<file path="config.mk">
export PLATFORM = sky130hd
export DESIGN_NAME = register_file_alu_core
export DESIGN_NICKNAME = d
export VERILOG_FILES = /design/src/rtl/rfa_pkg.sv /design/src/rtl/rfa_div.sv /design/src/rtl/register_file_alu_core.sv
export VERILOG_INCLUDE_DIRS = /design/src /design/src/rtl
export SDC_FILE = /design/constraint.sdc
export NUM_CORES = 2
export LEC_CHECK = 0
export ABC_AREA = 1
export BUFFER_PORTS_ARGS = -buffer_cell sky130_fd_sc_hd__buf_2
export CAP_MARGIN = 0
export CELL_PAD_IN_SITES_DETAIL_PLACEMENT = 1
export CELL_PAD_IN_SITES_GLOBAL_PLACEMENT = 2
export CORE_UTILIZATION = 24
export CTS_BUF_LIST = sky130_fd_sc_hd__clkbuf_16
export DETAILED_ROUTE_END_ITERATION = 8
export GPL_TIMING_DRIVEN = 0
export PLACE_DENSITY_LB_ADDON = 0.1
export REMOVE_ABC_BUFFERS = 1
export SLEW_MARGIN = 20
export SYNTH_ARGS = -nofsm -noshare
export SYNTH_HDL_FRONTEND = slang
export SYNTH_HIERARCHICAL = 1
export SYNTH_SLANG_ARGS = --single-unit
export TNS_END_PERCENT = 10
</file>
<file path="constraint.sdc">
create_clock -name clk -period 7.2 [get_ports clk]
set_clock_uncertainty 0.15 [all_clocks]
set_input_delay 1.44 -clock clk [delete_from_list [all_inputs] [get_ports clk]]
set_output_delay 1.44 -clock clk [all_outputs]
set_load 0.02 [all_outputs]
</file>
<file path="src/rtl/register_file_alu_core_defines.svh">
// Assertion macros used by the RTL file register_file_alu_core.sv.
`ifndef REGISTER_FILE_ALU_CORE_DEFINES_SVH
`define REGISTER_FILE_ALU_CORE_DEFINES_SVH

// Same-cycle implication.
`define RFA_ASSERT_NOW(lbl, ante, cons, msg) \
  lbl: assert property (@(posedge clk) disable iff (!rst_n) (ante) |-> (cons)) \
    else $error(msg);

// Next-cycle implication.
`define RFA_ASSERT_NEXT(lbl, ante, cons, msg) \
  lbl: assert property (@(posedge clk) disable iff (!rst_n) (ante) |=> (cons)) \
    else $error(msg);

`endif

</file>
<file path="src/rtl/rfa_pkg.sv">
package rfa_pkg;

  localparam int WORD_W        = 32;
  localparam int IDX_W         = 3;
  localparam int MODE_W        = 3;
  localparam int REG_COUNT_DEF = 8;

  typedef enum logic [MODE_W-1:0] {
    MODE_CMOV = 3'd0,
    MODE_ADD  = 3'd1,
    MODE_MUL  = 3'd2,
    MODE_DIV  = 3'd3,
    MODE_NAND = 3'd4,
    MODE_LOAD = 3'd5
  } mode_t;

endpackage

</file>
<file path="src/rtl/rfa_div.sv">
module rfa_div #(
  parameter int W = rfa_pkg::WORD_W
) (
  input  logic         clk,
  input  logic         rst_n,
  input  logic         start,
  input  logic [W-1:0] dividend,
  input  logic [W-1:0] divisor,
  output logic         done,
  output logic [W-1:0] quotient
);

  localparam int CW = $clog2(W + 1);

  logic [W-1:0]  rem_r, rem_nxt;
  logic [W-1:0]  quo_r, quo_nxt;
  logic [W-1:0]  dvs_r;
  logic [CW-1:0] cnt_r, cnt_nxt;
  logic          busy_r, busy_nxt;
  logic          done_r, done_nxt;
  logic [W:0]    rem_sh;
  logic [W:0]    diff;

  always_comb begin
    rem_sh   = {rem_r, quo_r[W-1]};
    diff     = rem_sh - {1'b0, dvs_r};
    rem_nxt  = rem_r;
    quo_nxt  = quo_r;
    cnt_nxt  = cnt_r;
    busy_nxt = busy_r;
    done_nxt = 1'b0;
    if (start) begin
      rem_nxt  = '0;
      quo_nxt  = dividend;
      cnt_nxt  = CW'(W);
      busy_nxt = 1'b1;
    end else if (busy_r) begin
      if (!diff[W]) begin
        rem_nxt = diff[W-1:0];
        quo_nxt = {quo_r[W-2:0], 1'b1};
      end else begin
        rem_nxt = rem_sh[W-1:0];
        quo_nxt = {quo_r[W-2:0], 1'b0};
      end
      cnt_nxt = cnt_r - CW'(1);
      if (cnt_r == CW'(1)) begin
        busy_nxt = 1'b0;
        done_nxt = 1'b1;
      end
    end
  end

  always_ff @(posedge clk) begin
    if (!rst_n) begin
      busy_r <= 1'b0;
      done_r <= 1'b0;
      cnt_r  <= '0;
    end else begin
      busy_r <= busy_nxt;
      done_r <= done_nxt;
      cnt_r  <= cnt_nxt;
    end
  end

  always_ff @(posedge clk) begin
    rem_r <= rem_nxt;
    quo_r <= quo_nxt;
    if (start) begin
      dvs_r <= divisor;
    end
  end

  assign done     = done_r;
  assign quotient = quo_r;

endmodule

</file>
<file path="src/rtl/register_file_alu_core.sv">
// Register-machine execution unit with REGISTER_COUNT 32-bit registers held in a
// two-read, one-write synchronous memory; per-entry valid bits make every register
// read as zero after reset, so no clearing pass is needed. One word is taken at a
// time: move, add, multiply, nand, load, unused modes and a divide by zero pass from
// accept to result through operand read, execute and write back; a divide with a
// nonzero divisor waits in between for the one-bit-per-cycle restoring divider.
// A new word is accepted while the previous result still waits in the output register.
`include "register_file_alu_core_defines.svh"

module register_file_alu_core #(
  parameter int REGISTER_COUNT = rfa_pkg::REG_COUNT_DEF
) (
  input  logic        clk,
  input  logic        rst_n,
  input  logic        in_tvalid,
  output logic        in_tready,
  // dest_index, first_source, second_source, load_value, zero pad
  input  logic [47:0] in_tdata,
  // mode
  input  logic [2:0]  in_tuser,
  output logic        out_tvalid,
  input  logic        out_tready,
  // written_index, result_value, zero pad
  output logic [39:0] out_tdata,
  // was_written, divide_by_zero
  output logic [1:0]  out_tuser
);

  localparam int W  = rfa_pkg::WORD_W;
  localparam int IW = rfa_pkg::IDX_W;
  localparam int AW = $clog2(REGISTER_COUNT);
  localparam int EW = AW + IW;

  typedef enum logic [3:0] {
    ST_IDLE = 4'b0001,
    ST_OP   = 4'b0010,
    ST_DIV  = 4'b0100,
    ST_FIN  = 4'b1000
  } state_t;

  state_t state_r, state_nxt;

  logic [W-1:0] mem_r [REGISTER_COUNT];
  logic [REGISTER_COUNT-1:0] vld_r;

  logic [IW-1:0] in_dst, in_fsrc, in_ssrc;
  logic [W-1:0]  in_imm;
  logic          in_acc;

  logic [2:0]    mode_r;
  logic [IW-1:0] dst_r;
  logic [W-1:0]  imm_r;
  logic          dst_ok_r;

  logic [IW-1:0] ra_idx;
  logic [EW-1:0] ra_ext, rb_ext;
  logic          ra_ok, rb_ok;
  logic [W-1:0]  rd_a_r, rd_b_r;
  logic          rd_a_ok_r, rd_b_ok_r;

  logic [W-1:0]  opx, opy;
  logic [W-1:0]  value_r, value_nxt;
  logic          wr_r, wr_nxt;
  logic          dz_r, dz_nxt;
  logic [2*W-1:0] prod;

  logic          div_start, div_done;
  logic [W-1:0]  div_quo;

  logic          out_free, fin_go;
  logic [EW-1:0] dst_ext;
  logic [AW-1:0] dst_addr;

  logic          out_valid_r;
  logic [IW-1:0] out_idx_r;
  logic [W-1:0]  out_val_r;
  logic          out_wr_r, out_dz_r;

  assign in_dst  = in_tdata[2:0];
  assign in_fsrc = in_tdata[5:3];
  assign in_ssrc = in_tdata[8:6];
  assign in_imm  = in_tdata[40:9];

  assign in_tready = (state_r == ST_IDLE);
  assign in_acc    = in_tvalid && in_tready;

  // port a: first source at accept, destination afterwards
  assign ra_idx = (state_r == ST_IDLE) ? in_fsrc : dst_r;
  assign ra_ext = {{AW{1'b0}}, ra_idx};
  assign rb_ext = {{AW{1'b0}}, in_ssrc};
  assign ra_ok  = (ra_ext < EW'(REGISTER_COUNT)) && vld_r[ra_ext[AW-1:0]];
  assign rb_ok  = (rb_ext < EW'(REGISTER_COUNT)) && vld_r[rb_ext[AW-1:0]];

  always_ff @(posedge clk) begin
    rd_a_r    <= mem_r[ra_ext[AW-1:0]];
    rd_b_r    <= mem_r[rb_ext[AW-1:0]];
    rd_a_ok_r <= ra_ok;
    rd_b_ok_r <= rb_ok;
  end

  assign opx  = rd_a_ok_r ? rd_a_r : '0;
  assign opy  = rd_b_ok_r ? rd_b_r : '0;
  assign prod = opx * opy;

  assign out_free = !out_valid_r || out_tready;
  assign fin_go   = (state_r == ST_FIN) && out_free;
  assign dst_ext  = {{AW{1'b0}}, dst_r};
  assign dst_addr = dst_ext[AW-1:0];

  always_comb begin
    state_nxt = state_r;
    value_nxt = value_r;
    wr_nxt    = wr_r;
    dz_nxt    = dz_r;
    div_start = 1'b0;
    case (state_r)
      ST_IDLE: begin
        if (in_acc) begin
          state_nxt = ST_OP;
        end
      end
      ST_OP: begin
        value_nxt = '0;
        wr_nxt    = 1'b0;
        dz_nxt    = 1'b0;
        state_nxt = ST_FIN;
        case (mode_r)
          rfa_pkg::MODE_CMOV: begin
            value_nxt = opx;
            wr_nxt    = (opy != '0);
          end
          rfa_pkg::MODE_ADD: begin
            value_nxt = opx + opy;
            wr_nxt    = 1'b1;
          end
          rfa_pkg::MODE_MUL: begin
            value_nxt = prod[W-1:0];
            wr_nxt    = 1'b1;
          end
          rfa_pkg::MODE_DIV: begin
            if (opy == '0) begin
              dz_nxt = 1'b1;
            end else begin
              div_start = 1'b1;
              state_nxt = ST_DIV;
            end
          end
          rfa_pkg::MODE_NAND: begin
            value_nxt = ~(opx & opy);
            wr_nxt    = 1'b1;
          end
          rfa_pkg::MODE_LOAD: begin
            value_nxt = imm_r;
            wr_nxt    = 1'b1;
          end
          default: begin
            wr_nxt = 1'b0;
          end
        endcase
        wr_nxt = wr_nxt && dst_ok_r;
      end
      ST_DIV: begin
        if (div_done) begin
          value_nxt = div_quo;
          wr_nxt    = dst_ok_r;
          state_nxt = ST_FIN;
        end
      end
      ST_FIN: begin
        if (out_free) begin
          state_nxt = ST_IDLE;
        end
      end
      default: begin
        state_nxt = ST_IDLE;
      end
    endcase
  end

  rfa_div #(
    .W(W)
  ) u_div (
    .clk      (clk),
    .rst_n    (rst_n),
    .start    (div_start),
    .dividend (opx),
    .divisor  (opy),
    .done     (div_done),
    .quotient (div_quo)
  );

  always_ff @(posedge clk) begin
    if (!rst_n) begin
      state_r     <= ST_IDLE;
      vld_r       <= '0;
      out_valid_r <= 1'b0;
    end else begin
      state_r <= state_nxt;
      if (fin_go && wr_r) begin
        vld_r[dst_addr] <= 1'b1;
      end
      if (fin_go) begin
        out_valid_r <= 1'b1;
      end else if (out_tready) begin
        out_valid_r <= 1'b0;
      end
    end
  end

  always_ff @(posedge clk) begin
    if (fin_go && wr_r) begin
      mem_r[dst_addr] <= value_r;
    end
  end

  always_ff @(posedge clk) begin
    value_r <= value_nxt;
    wr_r    <= wr_nxt;
    dz_r    <= dz_nxt;
    if (in_acc) begin
      mode_r   <= in_tuser;
      dst_r    <= in_dst;
      imm_r    <= in_imm;
      dst_ok_r <= ({{AW{1'b0}}, in_dst} < EW'(REGISTER_COUNT));
    end
    if (fin_go) begin
      out_idx_r <= dst_r;
      out_val_r <= wr_r ? value_r : (rd_a_ok_r ? rd_a_r : '0);
      out_wr_r  <= wr_r;
      out_dz_r  <= dz_r;
    end
  end

  assign out_tvalid = out_valid_r;
  assign out_tdata  = {5'b0, out_val_r, out_idx_r};
  assign out_tuser  = {out_dz_r, out_wr_r};

  `RFA_ASSERT_NOW(a_dz_no_write, out_valid_r && out_dz_r, !out_wr_r,
    "divide by zero reported with a register write")
  `RFA_ASSERT_NOW(a_div_done_state, div_done, state_r == ST_DIV,
    "divider finished outside the divide wait")
  `RFA_ASSERT_NEXT(a_fin_hold, (state_r == ST_FIN) && out_valid_r && !out_tready,
    state_r == ST_FIN, "write back left while the output was blocked")
  `RFA_ASSERT_NEXT(a_write_valid, fin_go && wr_r, vld_r[dst_addr],
    "written register not marked valid")

endmodule
</file>
== Word-level counts from Yosys, hierarchy flattened ==
Memories as Yosys holds them, arrays and structs flattened. A register that Yosys moved wholly into a read port is not among the register bits.
Cells that the tools add are included.

* Output and inout bits: 44
* Memories kept: 1
* Bits of input ports: 55
* Bits in read-only memories: 0
* RAM bits: 256
* Word-level logic and storage cells: 110
* Latch bits: 0
* Bits in registers: 228

* Reductions and logical operators: 19
* Shift operators: 0
* Magnitude comparators: 6
* Multipliers: 1
* Multiplexer cells: 40
* Div/mod/pow operators: 0
* Eq/ne operators: 13
* Add/subtract/negate cells: 3
* Bitwise operators: 5

{| class="wikitable"
|+ Memories
! memory !! words !! bits a word !! rd ports !! clocked after Yosys merged registers in !! wr ports !! line !! text
|-
| mem_r || 8 || 32 || 2 || 2 || 1 || register_file_alu_core.sv:43 || <nowiki>logic [W-1:0] mem_r [REGISTER_COUNT];</nowiki>
|}

{| class="wikitable"
|+ Operators by type and width
! operator !! count
|-
| 2-to-1 mux 32 bit || 7
|-
| case mux 32 bit (5 select lines) || 1
|-
| case mux 32 bit (2 select lines) || 1
|-
| subtractor 33 x 32 -> 33 bit || 1
|-
| adder 32 bit || 1
|-
| bitwise AND 32 bit || 1
|-
| logical NOT 32 bit || 1
|-
| multiplier 32 x 32 -> 32 bit || 1
|-
| inverter 32 bit || 1
|-
| nonzero test 32 bit || 1
|-
| < comparator 3 x 4 -> 1 bit, second input constant || 5
|-
| 2-to-1 mux 4 bit || 5
|-
| 2-to-1 mux 1 bit || 17
|-
| case mux 4 bit (4 select lines) || 1
|-
| 2-to-1 mux 6 bit || 2
|-
| bitwise OR 8 bit || 1
|-
| binary-select mux 1 bit (select 3 bit) || 2
|-
| equality test 3 x 2 -> 1 bit, second input constant || 2
|-
| equality test 3 bit, second input constant || 2
|-
| equality test 6 x 1 -> 1 bit, second input constant || 1
|-
| logical AND 1 bit || 6
|-
| nonzero test 2 bit || 3
|-
| subtractor 6 x 1 -> 6 bit, second input constant || 1
|-
| equality test 4 x 1 -> 1 bit, second input constant || 1
|-
| 19 further kinds || 22
|}

== Logic depth before layout (Yosys ltp) ==
* Word-level depth: 6
* Gate-level depth with buffers: 39
* Depth with buffers taken out: 37

== Hierarchy ==
The synthesis kept the hierarchy.

{| class="wikitable"
|+ Modules (own cells, without submodules)
! module !! area each (um^2) !! sequential area each (um^2) !! instances !! cells each
|-
| register_file_alu_core || 36,557.6 || 12,542.0 || 1 || 4,137
|-
| rfa_div || 6,899.1 || 2,722.6 || 1 || 1,048
|}

== Worst setup path before layout ==
Ideal clock, no wire load.

* Path type: input-to-reg
* From: input out_tready
* To: memory mem_r[2][0] in the netlist's numbering (enable)
* Stages on the path: 6
* Data arrival time: 7.052 ns
* Path buffers: 0
* Required time: 6.628 ns
* Path slack: -0.424 ns
* Library setup time: 0.422 ns
* Path through: nor2_1 -> nor4_1 -> nand2_1 -> nor2_1 -> inv_1 -> nor2_1

* Cells in the longest elaborated chain, start to end: 5

{| class="wikitable"
|+ RTL lines
! element !! line !! text
|-
| from (decl) || register_file_alu_core.sv:22 || <nowiki>input logic out_tready,</nowiki>
|-
| logical OR 1 bit || register_file_alu_core.sv:105 || <nowiki>assign out_free = !out_valid_r || out_tready;</nowiki>
|-
| logical AND 1 bit || register_file_alu_core.sv:106 || <nowiki>assign fin_go = (state_r == ST_FIN) && out_free;</nowiki>
|-
| via fin_go || register_file_alu_core.sv:70 || <nowiki>logic out_free, fin_go;</nowiki>
|-
| logical AND 1 bit || register_file_alu_core.sv:211 || <nowiki>if (fin_go && wr_r) begin</nowiki>
|-
| 2-to-1 mux 1 bit || register_file_alu_core.sv:211 ||
|-
| 2-to-1 mux 1 bit (implied by the code) || register_file_alu_core.sv:212 || <nowiki>mem_r[dst_addr] <= value_r;</nowiki>
|-
| to (decl) || register_file_alu_core.sv:43 ||
|}

The timed path passes the listed nets, and every way through them passes these cells.

== Worst setup path in the final report ==
* From: register rd_b_ok_r
* To: register value_r[30], data pin

* Elaborated cells on any way between the ends: 7
* Those cells by class: add/sub: 1; mul: 1; mux: 3; bitwise: 2

{| class="wikitable"
|+ RTL lines
! element !! line !! text
|-
| from (decl) || register_file_alu_core.sv:59 || <nowiki>logic rd_a_ok_r, rd_b_ok_r;</nowiki>
|-
| from (signal assigned) || register_file_alu_core.sv:98 || <nowiki>rd_b_ok_r <= rb_ok;</nowiki>
|-
| 2-to-1 mux 32 bit (*) || register_file_alu_core.sv:102 || <nowiki>assign opy = rd_b_ok_r ? rd_b_r : '0;</nowiki>
|-
| via opy[13] || register_file_alu_core.sv:61 || <nowiki>logic [W-1:0] opx, opy;</nowiki>
|-
| multiplier 32 x 32 -> 32 bit / adder 32 bit (equally long branches) || register_file_alu_core.sv:103, register_file_alu_core.sv:133 ||
|-
| case mux 32 bit (5 select lines) (*) || register_file_alu_core.sv:127 || <nowiki>case (mode_r)</nowiki>
|-
| case mux 32 bit (2 select lines) (*) || register_file_alu_core.sv:116 || <nowiki>case (state_r)</nowiki>
|-
| via value_nxt[30] || register_file_alu_core.sv:62 || <nowiki>logic [W-1:0] value_r, value_nxt;</nowiki>
|-
| to (signal assigned) || register_file_alu_core.sv:217 || <nowiki>value_r <= value_nxt;</nowiki>
|-
| to (decl) || register_file_alu_core.sv:62 ||
|}

Mark *: on every way through the listed nets, which the timed path passes. The rest lies on a longest branch.
A chain may end at the register's enable or synchronous reset.

==> flow_summary.ini <==
[status]
status = complete, but fails checks
violations = negative setup slack

[critical_path]
crit_path_start_kind = register
worstPathArrival_ns = 8.08
worst_ep_required_time_ns = 7.48
worstSetupStartpoint = rd_b_ok_r
critPathMaxStageDelay_ns = 0.62
crit_buf_inv = 10
path_class = register to register
cp-end-kind = register
cp_max_fo = 8
r2r-start = rd_b_ok_r
crit_top_cell = fa_1
critPathTopFamily = adder cells
critPathSlowestCell = fa_2

[timing]
relSlewSlack = 0.283
fin_ws_ns = -0.599
setup_tns_ns = -7.75
fin_crit_sh = 1.08
rsz0062_at_grt = yes
worst_pin_slew_ns = 1.07
whs_ns = 0.317
maxSlewViolCount = 0
fin_crit_ns = 7.80
max_freq_mhz = 128
final_hold_viol_count = 0
finalSetupViolCount = 20

[final_layout]
fillerInstances = 20836
postLayoutCellArea_um2 = 54000
fin_nets = 6054
drive_above_1_share = 0.145
syn2layout_area_growth_pct = 24.3
final_common_cell = nand2_1
final_cell_mix = nand2_1 (1146), inv_1 (875), nor2_1 (484)

[floorplanning]
die_y_um = 428
die_area_um2 = 183000
core_area_um2 = 179000
row_count = 155
fp.dieW_um = 428
io-pin-count = 99
initial_core_util = 0.243

[synthesis]
synth_compound_area_frac = 0.111
ys_ff_latch = 548
postSynthAreaPerCell_um2 = 8.38
ys_top_cells_by_area = edfxtp_1 (30%), fa_1 (19%), nand2_1 (10%)
yosysTopAreaCell = edfxtp_1
syn_inst = 5185
synth_simple_gate_area_share = 0.183
netlist_area_um2 = 43500
yosys_warnings = 6
synth_cell_types = 54
synthArstFlopShare = 0
synth-xor-area-share = 0.0106
synth_top_cell_area_share = 0.296
synth-edff-count = 429
synthAdderAreaFrac = 0.243
synth.area.mux_share = 0
synth_top_family_by_area = adder cells
ys_seq_area_frac = 0.351
synthFlopType = edfxtp_1

[global_routing]
grt_pass1_wl_mm = 293
grt_max_degree = 113
grt_pass1_vias = 38520
antenna_found_initial = 20
track_usage = 0.228
grt_overflow = 0

[min_path]
holdCritStartpoint = vld_r[5]
hold_class = register to register

[routing]
routedWlPerCell_um = 26.5
drt_iter0_drc = 2171
finalWirelength_mm = 207
vias = 36780
ant_nets = 0
drtPass1Iterations = 5
drc = 0
via_per_inst = 4.70

[clock_tree]
ctsRootBufferMaster = clkbuf_16
cts_tree = done
clk_pin_slew_worst_paths_ns = 0.06
clk_latency_ns = 0.72
cts_sinks = 548
h-tree-depth = 3
cts_buffers = 73
cts_buffer_depth = 3

[pwr]
power_mw = 16.9
power_density_nw_per_um2 = 313
irDropWorstVdd_uv = 319
power.leakage_nw = 23.5

[run]
max-cap-violations = 0

[placement]
placed_cell_area_um2 = 48000
hpwl_mm = 148
gp_congestion = 0.838
numPortBuffers = 86
place_ws_ns = -3.27
[repair_timing]
item,4_1_cts,5_1_grt
hold buffers,0,0
buffers inserted,166,7
cloned,13,0
setup endpoints to repair,26,22
gates resized for setup,384,52
pin swaps,91,30
[path summary, 6_finish.rpt]
path	end	slack, ns	cells after the start
worst max-delay path	value_r[30]	-0.60	30
worst min-delay path	vld_r[5]	0.32	2
worst max register to register	value_r[30]	-0.60	30
worst min register to register	vld_r[5]	0.32	2
[where the power goes]
part	internal (mW)	switching (mW)	total (mW)	leakage, nW
Clock	1.91	1.58	3.49	1.18
Combinational	3.61	6.11	9.72	17.4
Sequential	3.54	0.120	3.66	4.88
[final cells by class]
| type | instances | area, um2 | share of cell area |
|---|---|---|---|
| multi-input combinational | 3501 | 25500 | 0.472 |
| clock inverter | 61 | 379 | 0.00702 |
| tap | 2355 | 2950 | 0.0546 |
| sequential | 548 | 15300 | 0.283 |
| antenna | 4 | 10.0 | 0.000185 |
| timing repair inverter | 1 | 7.51 | 0.000139 |
| clock buffer | 74 | 1850 | 0.0343 |
| inverter | 924 | 3890 | 0.0721 |
| timing repair buffer | 352 | 4170 | 0.0772 |
[cell families after synthesis]
family / after synthesis
and+or+nand+nor: 1988
buffers and inverters: 1141
AOI/OAI and AO/OA: 858
adders and majority gates: 598
DFF: 548
xor gates and xnor gates: 51
other: 1
[Yosys cell counts, types with 21 or more instances]
| master | n |
|---|---|
| nand2_1 | 1212 |
| inv_1 | 893 |
| nor2_1 | 518 |
| edfxtp_1 | 429 |
| fa_1 | 410 |
| o21ai_0 | 307 |
| a21oi_1 | 296 |
| ha_1 | 188 |
| clkbuf_1 | 169 |
| nand3_1 | 134 |
| dfxtp_1 | 119 |
| a31oi_1 | 77 |
| o211ai_1 | 69 |
| a211oi_1 | 35 |
| nor3_1 | 31 |
| xnor2_1 | 29 |
| nand4_1 | 23 |
| o22ai_1 | 21 |
| xor2_1 | 21 |
[stage by stage]
step,std cells,util
finish,7820,0.301
global route,7817,0.301
CTS,7809,0.300
detailed placement,7495,0.268
global placement,7413,0.256
floorplan,4972,-
[flip-flops by register name, summed over array words and instances (netlist names), 3 cells and up]
signal and cells:
rd_b_r 32, vld_r 8, out_idx_r 3, rd_a_r 32, mode_r 3, mem_r 256, out_val_r 32, value_r 32
u_div/dvs_r 32, u_div/rem_r 32, u_div/cnt_r 6, dst_addr 3, u_div/quotient 32, state_r 4, imm_r 32
[worst reg2reg max path: cells and delay by family (launching register included)]
family | cells | cell delay (ns)
flip-flops | 1 | 0.44
adder cells (fa/ha/maj) | 9 | 4.45
AO/OA/AOI/OAI | 4 | 0.47
AND/OR/NAND/NOR | 6 | 0.55
XOR/XNOR | 1 | 0.22
buffers and inverters | 10 | 1.25
[per-layer routing]
| layer | vias up | global-route usage | wire, um |
|---|---|---|---|
| met2 | 629 | 0.379 | 97700 |
| met1 | 18980 | 0.319 | 98200 |
| met3 | 173 | 0.0234 | 7180 |
| li1 | 16996 | - | - |
| met4 | 2 | 0.0459 | 4150 |
| met5 | - | 0 | 13 |
Note: power is estimated with default switching activity, not from simulation.
